File: src/hdl/stxbcc_pkg.sv
// stxbcc_pkg: shared types, constants and the status builder for the
// stx/etx frame checker; no dependencies
package stxbcc_pkg;

    localparam int STX_MAX_FRAME = 128;
    localparam int HDR_BYTES     = 14;
    localparam int DATA_OFFSET   = 15;

    localparam logic [7:0] START_RESET = 8'hA0;
    localparam logic [7:0] END_RESET   = 8'h05;

    // configuration register indexes
    localparam logic CFG_START = 1'b0;
    localparam logic CFG_END   = 1'b1;

    // result kinds
    localparam logic KIND_DATA   = 1'b0;
    localparam logic KIND_STATUS = 1'b1;

    // status codes
    localparam logic [2:0] ST_OK        = 3'd0;
    localparam logic [2:0] ST_BAD_START = 3'd1;
    localparam logic [2:0] ST_BAD_LEN   = 3'd2;
    localparam logic [2:0] ST_BAD_BCC   = 3'd3;
    localparam logic [2:0] ST_BAD_END   = 3'd4;

    typedef logic [HDR_BYTES-1:0][7:0] t_hdr;

    typedef struct packed {
        logic [7:0] in_byte;
        logic       first_byte;
    } t_in;

    typedef struct packed {
        logic        kind;
        logic [7:0]  data_out;
        logic [2:0]  status;
        logic [7:0]  condition_bits;
        logic [15:0] frame_number;
        logic [15:0] source_id;
        logic [15:0] destination_id;
        logic [7:0]  command;
        logic [7:0]  error_flag;
        logic [31:0] extra_data;
        logic [6:0]  data_length;
    } t_out;

    typedef struct packed {
        logic [7:0] start_marker;
        logic [7:0] end_marker;
    } t_cfg;

    typedef struct packed {
        logic valid;
        t_out item;
    } t_res;

    function automatic t_out make_status(input t_hdr hdr, input logic [2:0] st);
        t_out o;
        o.kind           = KIND_STATUS;
        o.data_out       = 8'd0;
        o.status         = st;
        o.condition_bits = hdr[0];
        o.frame_number   = {hdr[2], hdr[1]};
        o.source_id      = {hdr[4], hdr[3]};
        o.destination_id = {hdr[6], hdr[5]};
        o.command        = hdr[7];
        o.error_flag     = hdr[8];
        o.extra_data     = {hdr[12], hdr[11], hdr[10], hdr[9]};
        o.data_length    = hdr[13][6:0];
        return o;
    endfunction

endpackage

File: src/hdl/stx_etx_bcc_frame_checker_core.sv
// stx_etx_bcc_frame_checker_core: receive-side stx/etx frame checker, top level
// a result is registered and visible in the cycle after the byte that causes it is accepted
// throughput: one byte per cycle; the byte path is a compare and an xor into the
//   result register, which takes a new byte whenever it is empty or being drained
// reset (i_rst_n, synchronous): no frame open, header and xor cleared, markers 0xA0/0x05
// depends on stxbcc_pkg, stxbcc_parser
module stx_etx_bcc_frame_checker_core #(
    parameter int MAX_FRAME = stxbcc_pkg::STX_MAX_FRAME
) (
    input  logic              i_clk,
    input  logic              i_rst_n,
    input  logic              i_in_valid,
    output logic              o_in_stall,
    input  stxbcc_pkg::t_in   i_in_data,
    output logic              o_out_valid,
    input  logic              i_out_stall,
    output stxbcc_pkg::t_out  o_out_data,
    input  logic              i_cfg_valid,
    output logic              o_cfg_ready,
    input  logic              i_cfg_index,
    input  logic [7:0]        i_cfg_data
);

    stxbcc_pkg::t_cfg  r_cfg;
    stxbcc_pkg::t_res  res;
    logic              r_out_valid;
    stxbcc_pkg::t_out  r_out_data;
    logic              take;

    assign o_cfg_ready = 1'b1;
    assign o_in_stall  = r_out_valid & i_out_stall;
    assign take        = i_in_valid & ~o_in_stall;
    assign o_out_valid = r_out_valid;
    assign o_out_data  = r_out_data;

    always_ff @(posedge i_clk) begin
        if (!i_rst_n) begin
            r_cfg.start_marker <= stxbcc_pkg::START_RESET;
            r_cfg.end_marker   <= stxbcc_pkg::END_RESET;
        end else if (i_cfg_valid) begin
            case (i_cfg_index)
                stxbcc_pkg::CFG_START: r_cfg.start_marker <= i_cfg_data;
                stxbcc_pkg::CFG_END:   r_cfg.end_marker   <= i_cfg_data;
                default: ;
            endcase
        end
    end

    stxbcc_parser #(
        .MAX_FRAME (MAX_FRAME)
    ) u_parser (
        .i_clk   (i_clk),
        .i_rst_n (i_rst_n),
        .i_cfg   (r_cfg),
        .i_take  (take),
        .i_item  (i_in_data),
        .o_res   (res)
    );

    // result register
    always_ff @(posedge i_clk) begin
        if (!i_rst_n) begin
            r_out_valid <= 1'b0;
        end else if (take) begin
            r_out_valid <= res.valid;
        end else if (!i_out_stall) begin
            r_out_valid <= 1'b0;
        end
    end

    always_ff @(posedge i_clk) begin
        if (take && res.valid) begin
            r_out_data <= res.item;
        end
    end

    a_stall_only_when_full: assert property (@(posedge i_clk) disable iff (!i_rst_n)
        o_in_stall |-> o_out_valid)
        else $error("input stalled with empty result register");

    a_status_range: assert property (@(posedge i_clk) disable iff (!i_rst_n)
        o_out_valid |-> o_out_data.status <= stxbcc_pkg::ST_BAD_END)
        else $error("status code out of range");

    a_data_clean: assert property (@(posedge i_clk) disable iff (!i_rst_n)
        (o_out_valid && o_out_data.kind == stxbcc_pkg::KIND_DATA) |->
        (o_out_data.status == stxbcc_pkg::ST_OK && o_out_data.data_length == 7'd0 &&
         o_out_data.extra_data == 32'd0))
        else $error("payload result carries header fields");

    a_bad_start_clear: assert property (@(posedge i_clk) disable iff (!i_rst_n)
        (o_out_valid && o_out_data.kind == stxbcc_pkg::KIND_STATUS &&
         o_out_data.status == stxbcc_pkg::ST_BAD_START) |->
        (o_out_data.condition_bits == 8'd0 && o_out_data.frame_number == 16'd0 &&
         o_out_data.data_length == 7'd0))
        else $error("bad start status with stale header");

    a_new_result_on_take: assert property (@(posedge i_clk) disable iff (!i_rst_n)
        (take && !res.valid) |=> !o_out_valid)
        else $error("result shown for a byte that makes none");

endmodule

File: src/hdl/stxbcc_parser.sv
// stxbcc_parser: frame position tracking, header capture and bcc check
// depends on stxbcc_pkg
module stxbcc_parser #(
    parameter int MAX_FRAME = stxbcc_pkg::STX_MAX_FRAME
) (
    input  logic              i_clk,
    input  logic              i_rst_n,
    input  stxbcc_pkg::t_cfg  i_cfg,
    input  logic              i_take,
    input  stxbcc_pkg::t_in   i_item,
    output stxbcc_pkg::t_res  o_res
);

    localparam int PosW     = $clog2(MAX_FRAME);
    localparam int LenLimit = MAX_FRAME - 17;

    logic [PosW-1:0]       r_pos, n_pos;
    logic                  r_active, n_active;
    logic [7:0]            r_xor, n_xor;
    stxbcc_pkg::t_hdr      r_hdr, n_hdr;

    logic [7:0]            b;
    logic [3:0]            hdr_idx;
    logic [8:0]            pos_ext;
    logic [8:0]            data_end;

    assign b        = i_item.in_byte;
    assign hdr_idx  = 4'(r_pos - PosW'(1));
    assign pos_ext  = 9'(r_pos);
    assign data_end = 9'(stxbcc_pkg::DATA_OFFSET) + {1'b0, r_hdr[stxbcc_pkg::HDR_BYTES-1]};

    always_comb begin
        n_pos    = r_pos;
        n_active = r_active;
        n_xor    = r_xor;
        n_hdr    = r_hdr;
        o_res    = '0;
        if (i_take) begin
            if (i_item.first_byte) begin
                n_hdr = '0;
                n_xor = 8'd0;
                n_pos = PosW'(1);
                if (b != i_cfg.start_marker) begin
                    n_active   = 1'b0;
                    o_res.valid = 1'b1;
                    o_res.item  = stxbcc_pkg::make_status('0, stxbcc_pkg::ST_BAD_START);
                end else begin
                    n_active = 1'b1;
                end
            end else if (r_active) begin
                n_xor = r_xor ^ b;
                if (r_pos <= PosW'(stxbcc_pkg::HDR_BYTES)) begin
                    n_hdr[hdr_idx] = b;
                    if (r_pos == PosW'(stxbcc_pkg::HDR_BYTES) && b > 8'(LenLimit)) begin
                        n_active    = 1'b0;
                        o_res.valid = 1'b1;
                        o_res.item  = stxbcc_pkg::make_status(n_hdr, stxbcc_pkg::ST_BAD_LEN);
                    end else begin
                        n_pos = r_pos + PosW'(1);
                    end
                end else if (pos_ext < data_end) begin
                    n_pos               = r_pos + PosW'(1);
                    o_res.valid         = 1'b1;
                    o_res.item.kind     = stxbcc_pkg::KIND_DATA;
                    o_res.item.data_out = b;
                end else if (pos_ext == data_end) begin
                    // bcc byte
                    n_pos = r_pos + PosW'(1);
                end else begin
                    // end byte, keep xor over header, data and bcc only
                    n_xor       = r_xor;
                    n_active    = 1'b0;
                    o_res.valid = 1'b1;
                    if (b != i_cfg.end_marker) begin
                        o_res.item = stxbcc_pkg::make_status(r_hdr, stxbcc_pkg::ST_BAD_END);
                    end else if (r_xor != 8'd0) begin
                        o_res.item = stxbcc_pkg::make_status(r_hdr, stxbcc_pkg::ST_BAD_BCC);
                    end else begin
                        o_res.item = stxbcc_pkg::make_status(r_hdr, stxbcc_pkg::ST_OK);
                    end
                end
            end
        end
    end

    always_ff @(posedge i_clk) begin
        if (!i_rst_n) begin
            r_pos    <= '0;
            r_active <= 1'b0;
            r_xor    <= 8'd0;
            r_hdr    <= '0;
        end else begin
            r_pos    <= n_pos;
            r_active <= n_active;
            r_xor    <= n_xor;
            r_hdr    <= n_hdr;
        end
    end

endmodule

File: config.mk
export PLATFORM = sky130hd
export DESIGN_NAME = stx_etx_bcc_frame_checker_core
export DESIGN_NICKNAME = d
export VERILOG_FILES = /design/src/hdl/stxbcc_pkg.sv /design/src/hdl/stx_etx_bcc_frame_checker_core.sv /design/src/hdl/stxbcc_parser.sv
export SDC_FILE = /design/constraint.sdc
export NUM_CORES = 1
export LEC_CHECK = 0
export BUFFER_PORTS_ARGS = -buffer_cell sky130_fd_sc_hd__buf_2
export CORE_MARGIN = 2
export CORE_UTILIZATION = 40
export CTS_CLUSTER_SIZE = 8
export DETAILED_ROUTE_END_ITERATION = 12
export GPL_ROUTABILITY_DRIVEN = 0
export SYNTH_ARGS = -nofsm -noshare
export SYNTH_HDL_FRONTEND = slang
export SYNTH_HIERARCHICAL = 1
export SYNTH_SLANG_ARGS = --single-unit
File: constraint.sdc
create_clock -name i_clk -period 28.6 [get_ports i_clk]
set_clock_uncertainty 0.15 [all_clocks]
set_input_delay 5.72 -clock i_clk [delete_from_list [all_inputs] [get_ports i_clk]]
set_output_delay 5.72 -clock i_clk [all_outputs]
set_load 0.01 [all_outputs]
# --- Yosys cells after proc, flatten, opt, wreduce, memory -nomap -nowiden ---
# Index checks and enable logic that the tools add are counted.
word_totals:
  out_inout_bits: 126
  ff_bits: 268
  input_bits: 23
  wordCells: 99
classes:
  n_eq_ne: 6
  mux: 37
  reduce_logical: 12
  magnitude_cmp: 5
  add_sub_neg: 3
  bitwise: 5
ops:
  columns: ["cell", "n"]
  rows:
  - ["two-way mux 124 bit", 7]
  - ["two-way mux 112 bit", 3]
  - ["two-way mux 114 bit", 2]
  - ["two-way mux 113 bit", 1]
  - ["bitwise mux 112 bit", 1]
  - ["two-way mux 8 bit", 6]
  - ["two-way mux 7 bit", 6]
  - ["demux 8 bit (select 4 bit)", 1]
  - ["inequality test 8 bit", 2]
  - ["two-way mux 10 bit", 1]
  - ["adder 4 x 8 -> 9 bit (first input constant)", 1]
  - ["== test 7 x 9 -> 1 bit", 1]
  - ["less-than comparator 7 x 9 -> 1 bit", 1]
  - ["two-way mux 1 bit", 9]
  - ["greater-than comparator 8 x 7 -> 1 bit (second input constant)", 1]
  - ["nonzero test 8 bit", 1]
  - ["XOR 8 bit", 1]
  - ["adder 7 x 1 -> 7 bit (second input constant)", 1]
  - ["== test 7 x 4 -> 1 bit (second input constant)", 1]
  - ["less-or-equal comparator 7 x 4 -> 1 bit (second input constant)", 1]
  - ["AND reduction 3 bit", 2]
  - ["less-than comparator 4 x 5 -> 1 bit (second input constant)", 1]
  - ["greater-or-equal comparator 4 x 1 -> 1 bit (second input constant)", 1]
  - ["AND reduction 2 bit", 2]
  - ["9 further kinds", 14]

# --- Longest topological paths before layout ---
depth:
  ltp_word: 12
  depth_mapped: 14
  depth_no_buf: 13

# --- Modules after synthesis ---
# Netlist, hierarchy kept.
modules_own_cells:
  columns: ["module", "n_inst", "cells_per_inst", "seq_area_each_um2", "area_each_um2"]
  rows:
  - ["stxbcc_parser", 1, 831, 2562.5, 6671.4]
  - ["stx_etx_bcc_frame_checker_core", 1, 199, 4033.9, 4381.7]

# --- Least setup slack after synthesis ---
# Ideal clock, no wire load.
synth_path:
  kind: "in2reg"
  start: "in i_in_data[6] (netlist name)"
  end: "reg o_out_data[0] (netlist name)"
  setup_ns: 0.607
  path_buffers: 3
  setup_slack_ns: 15.594
  arrival_time_ns: 12.249
  t_required_ns: 27.843
  cell_stages: 9
  cell_sequence: "clkbuf_1 a31o_2 nand4_1 clkbuf_1 clkbuf_1 a31o_2 a21oi_1 nand2_1 nor2_1"
synth_lines:
  columns: ["item", "line", "rtl"]
  rows:
  - ["start: declaration", "stx_etx_bcc_frame_checker_core.sv:14", "input stxbcc_pkg::t_in i_in_data,"]

# --- Final worst setup path ---
layout_path:
  start: "in i_out_stall"
  end: "out o_in_stall"
layout_between:
  elab_chain_cells: 1
layout_rtl:
  columns: ["item", "line", "rtl"]
  rows:
  - ["start: declaration", "stx_etx_bcc_frame_checker_core.sv:16", "input logic i_out_stall,"]
  - ["AND 1 bit", "stx_etx_bcc_frame_checker_core.sv:31", "assign o_in_stall = r_out_valid & i_out_stall;"]
  - ["end: declaration", "stx_etx_bcc_frame_checker_core.sv:13", "output logic o_in_stall,"]
# No other way between the ends.

==> results.py <==
metrics = {
    "power_and_ir_drop": {
        "ir_drop_mv": 0.0333,
        "power_leakage_uw": 0.00474,
        "power.density_nw_per_um2": 66.1,
    },
    "cts": {
        "clk_latency_ps": 520,
        "cts_hold_buf": 0,
        "cts_buffers": 39,
        "cts-root-buf": "clkbuf_16",
        "cts_tree": "yes",
        "post_cts_resized": 0,
        "clk_pin_slew_ps": 50,
        "cts.sinks": 268,
        "cts_buffer_depth": 3,
        "post-cts-setup-buffers": 0,
        "cts_max_level": 2,
    },
    "timing": {
        "setup_viol": 0,
        "maxSlewViolCount": 0,
        "setup_ws_ps": 16600,
        "slew_headroom_pct": 33.9,
        "setup_total_negative_slack_ps": 0,
        "hold_viol": 0,
        "worst-slew-pin-transition_ps": 992,
        "rsz0062_at_grt": "false",
        "timing.fmax_mhz": 83.3,
        "finalCritPeriodShare_pct": 42.0,
        "min_period_ps": 12000,
    },
    "drt": {
        "routed-via-count": 8219,
        "first_iter_violations": 679,
        "viasPerCell": 5.42,
        "postRouteWirelength_um": 27500,
        "drtPass1Iterations": 6,
        "drc": 0,
        "antenna_left": 0,
        "wire_per_inst_um": 18.1,
    },
    "worst_setup_path": {
        "path_common_cell": "buf_2",
        "crit_arrival_ps": 6130,
        "critical_path_buf_inv_count": 3,
        "crit_slowest_cell": "buf_2",
        "path_class": "in2out",
        "path_cells": "buf_2 -> nand2_1 -> inv_1 -> buf_2",
        "startpoint_type": "input port",
        "critPathMaxStageDelay_ps": 150,
        "cpLargestDelayFamily": "buffers and inverters",
        "r2r_cells": 15,
        "crit_cells": 4,
        "crit_path_max_fanout": 3,
        "critPathRequiredTime_ps": 22730,
        "end_kind": "output port",
    },
    "yosys": {
        "ys_seq_area_share_pct": 59.7,
        "avgSynthCellArea_um2": 10.7,
        "async_flop_share_pct": 0,
        "synth_flop_cell": "dfxtp_1",
        "ys_ff_latch": 268,
        "yosys.area.top_type_share_pct": 33.4,
        "yosysUniqueCellTypes": 55,
        "synthCells": 1030,
        "ys_warn_count": 6,
        "synth-edff-count": 123,
        "yosys.area.top_type": "edfxtp_1",
        "synthTopCellsByArea": "edfxtp_1, dfxtp_1, a22oi_1, nor2_1, and2_1",
        "netlist_area_um2": 11100,
        "syn_nets": 1067,
    },
    "global_route": {
        "grt_util_all_layers_pct": 18.8,
        "grt_max_degree": 80,
        "first_global_vias": 7899,
        "grt-ovfl-total": 0,
        "antenna_found_initial": 0,
        "grt_pass1_wl_um": 43000,
    },
    "floorplan": {
        "dieArea_um2": 29000,
        "initial_core_util_pct": 40.9,
        "pin_count": 149,
        "die_w_um": 170,
        "die_h_um": 170,
        "core_area_um2": 27000,
        "num_rows": 60,
    },
    "hold_path": {
        "min_path_cells": 2,
        "hold_class": "reg2reg",
    },
    "place": {
        "io_buffers": 147,
        "post-dp-hpwl_um": 16900,
        "place_ws_ps": 16600,
    },
    "layout": {
        "n_antenna_cell": 0,
        "area_growth_pct": 18.1,
        "final_common_cell": "nor2_1",
        "layout-drive-gt1-share_pct": 18.0,
        "post-route-util_pct": 48.3,
        "nets": 1185,
        "final_cell_mix": "nor2_1, a22oi_1, buf_2",
    },
    "outcome": {
        "outcome": "complete, no violations",
    },
    "job": {
        "cap_violations": 0,
    },
}
[cells by family (layout without fill, tap and decap cells)]
kind of cell	after synthesis	in the layout	synth area share [%]
compound gates	247	247	16.4
xor+xnor	29	29	2.30
fa+ha+maj	14	14	1.58
buf+inv	91	236	3.46
flops	268	268	59.7
mux	11	11	0.996
other cells	1	1	0.0339
simple gates	369	369	15.5
[Yosys cell counts (7+ instances only)]
| master | number |
|---|---|
| nor2_1 | 191 |
| a22oi_1 | 158 |
| dfxtp_1 | 145 |
| edfxtp_1 | 123 |
| and2_1 | 81 |
| clkbuf_1 | 65 |
| nand2_1 | 45 |
| xor2_1 | 25 |
| ha_1 | 14 |
| inv_1 | 12 |
| o21ai_0 | 12 |
| mux2i_1 | 11 |
| a21oi_1 | 9 |
| nand4_1 | 9 |
| o21a_1 | 9 |
| o311ai_0 | 9 |
| nand3_1 | 8 |
| o21ai_1 | 8 |
| a21o_1 | 7 |
| nor4_1 | 7 |
| o211ai_1 | 7 |
| o22ai_1 | 7 |
[layout make-up]
class | count | area, µm²
clock inverters | 4 | 31.3
fillers | 2523 | 14000
inverters | 12 | 46.3
multi-input cells | 671 | 4080
repair buffers | 156 | 803
flip-flops and latches | 268 | 6600
well taps | 341 | 427
clock buffers | 64 | 1070
[through the flow]
step / std cells / cell area, µm² / total power (µW) / hold WS [ps]
2_1_floorplan: 1030 / 11100 / 442 / 290
3_3_place_gp: 1448 / 12000 / 456 / 301
3_5_place_dp: 1448 / 12000 / 457 / 313
4_1_cts: 1516 / 13100 / 871 / 321
5_1_grt: 1516 / 13100 / 893 / 345
6_report: 1516 / 13100 / 862 / 319
[state kept, by name, indices dropped and copies added, names as in the netlist]
register           flops
u_parser/r_xor         8
o_out_valid            1
u_parser/r_pos         7
o_out_data           123
u_parser/r_hdr       112
u_parser/r_active      1
r_cfg                 16
[power by group]
group          total [µW]  internal, µW  switching, µW  leakage [µW]
Sequential            409           406           3.02       0.00234
Clock                 413           254            160      0.000528
Combinational        40.0          9.94           30.0       0.00187
Total                 862           670            193       0.00474
[final timing paths]
kind	slack (ps)	startpoint	end
setup / recovery	16600	i_out_stall	o_in_stall
hold / removal	320	r_cfg[7]	r_cfg[7]
setup reg to reg	23920	u_parser/r_hdr[104]	o_out_data[61]
hold reg to reg	320	r_cfg[7]	r_cfg[7]
[tightest hold or removal path: cells and delay by family (launching register included)]
family / cells / cell delay (ps)
AOI/OAI and AO/OA: 1 / 50
DFF: 1 / 310
and+or+nand+nor: 1 / 60
[routing by layer]
| layer | GRT usage, % | up-vias | share of wire (%) |
|---|---|---|---|
| li1 | - | 3967 | - |
| met1 | 26.3 | 3927 | 46 |
| met2 | 29.8 | 283 | 46 |
| met3 | 3.67 | 42 | 6.6 |
| met4 | 4.76 | 0 | 1.7 |
| met5 | 0 | - | 0 |
Power figures use the tool's default switching activity.
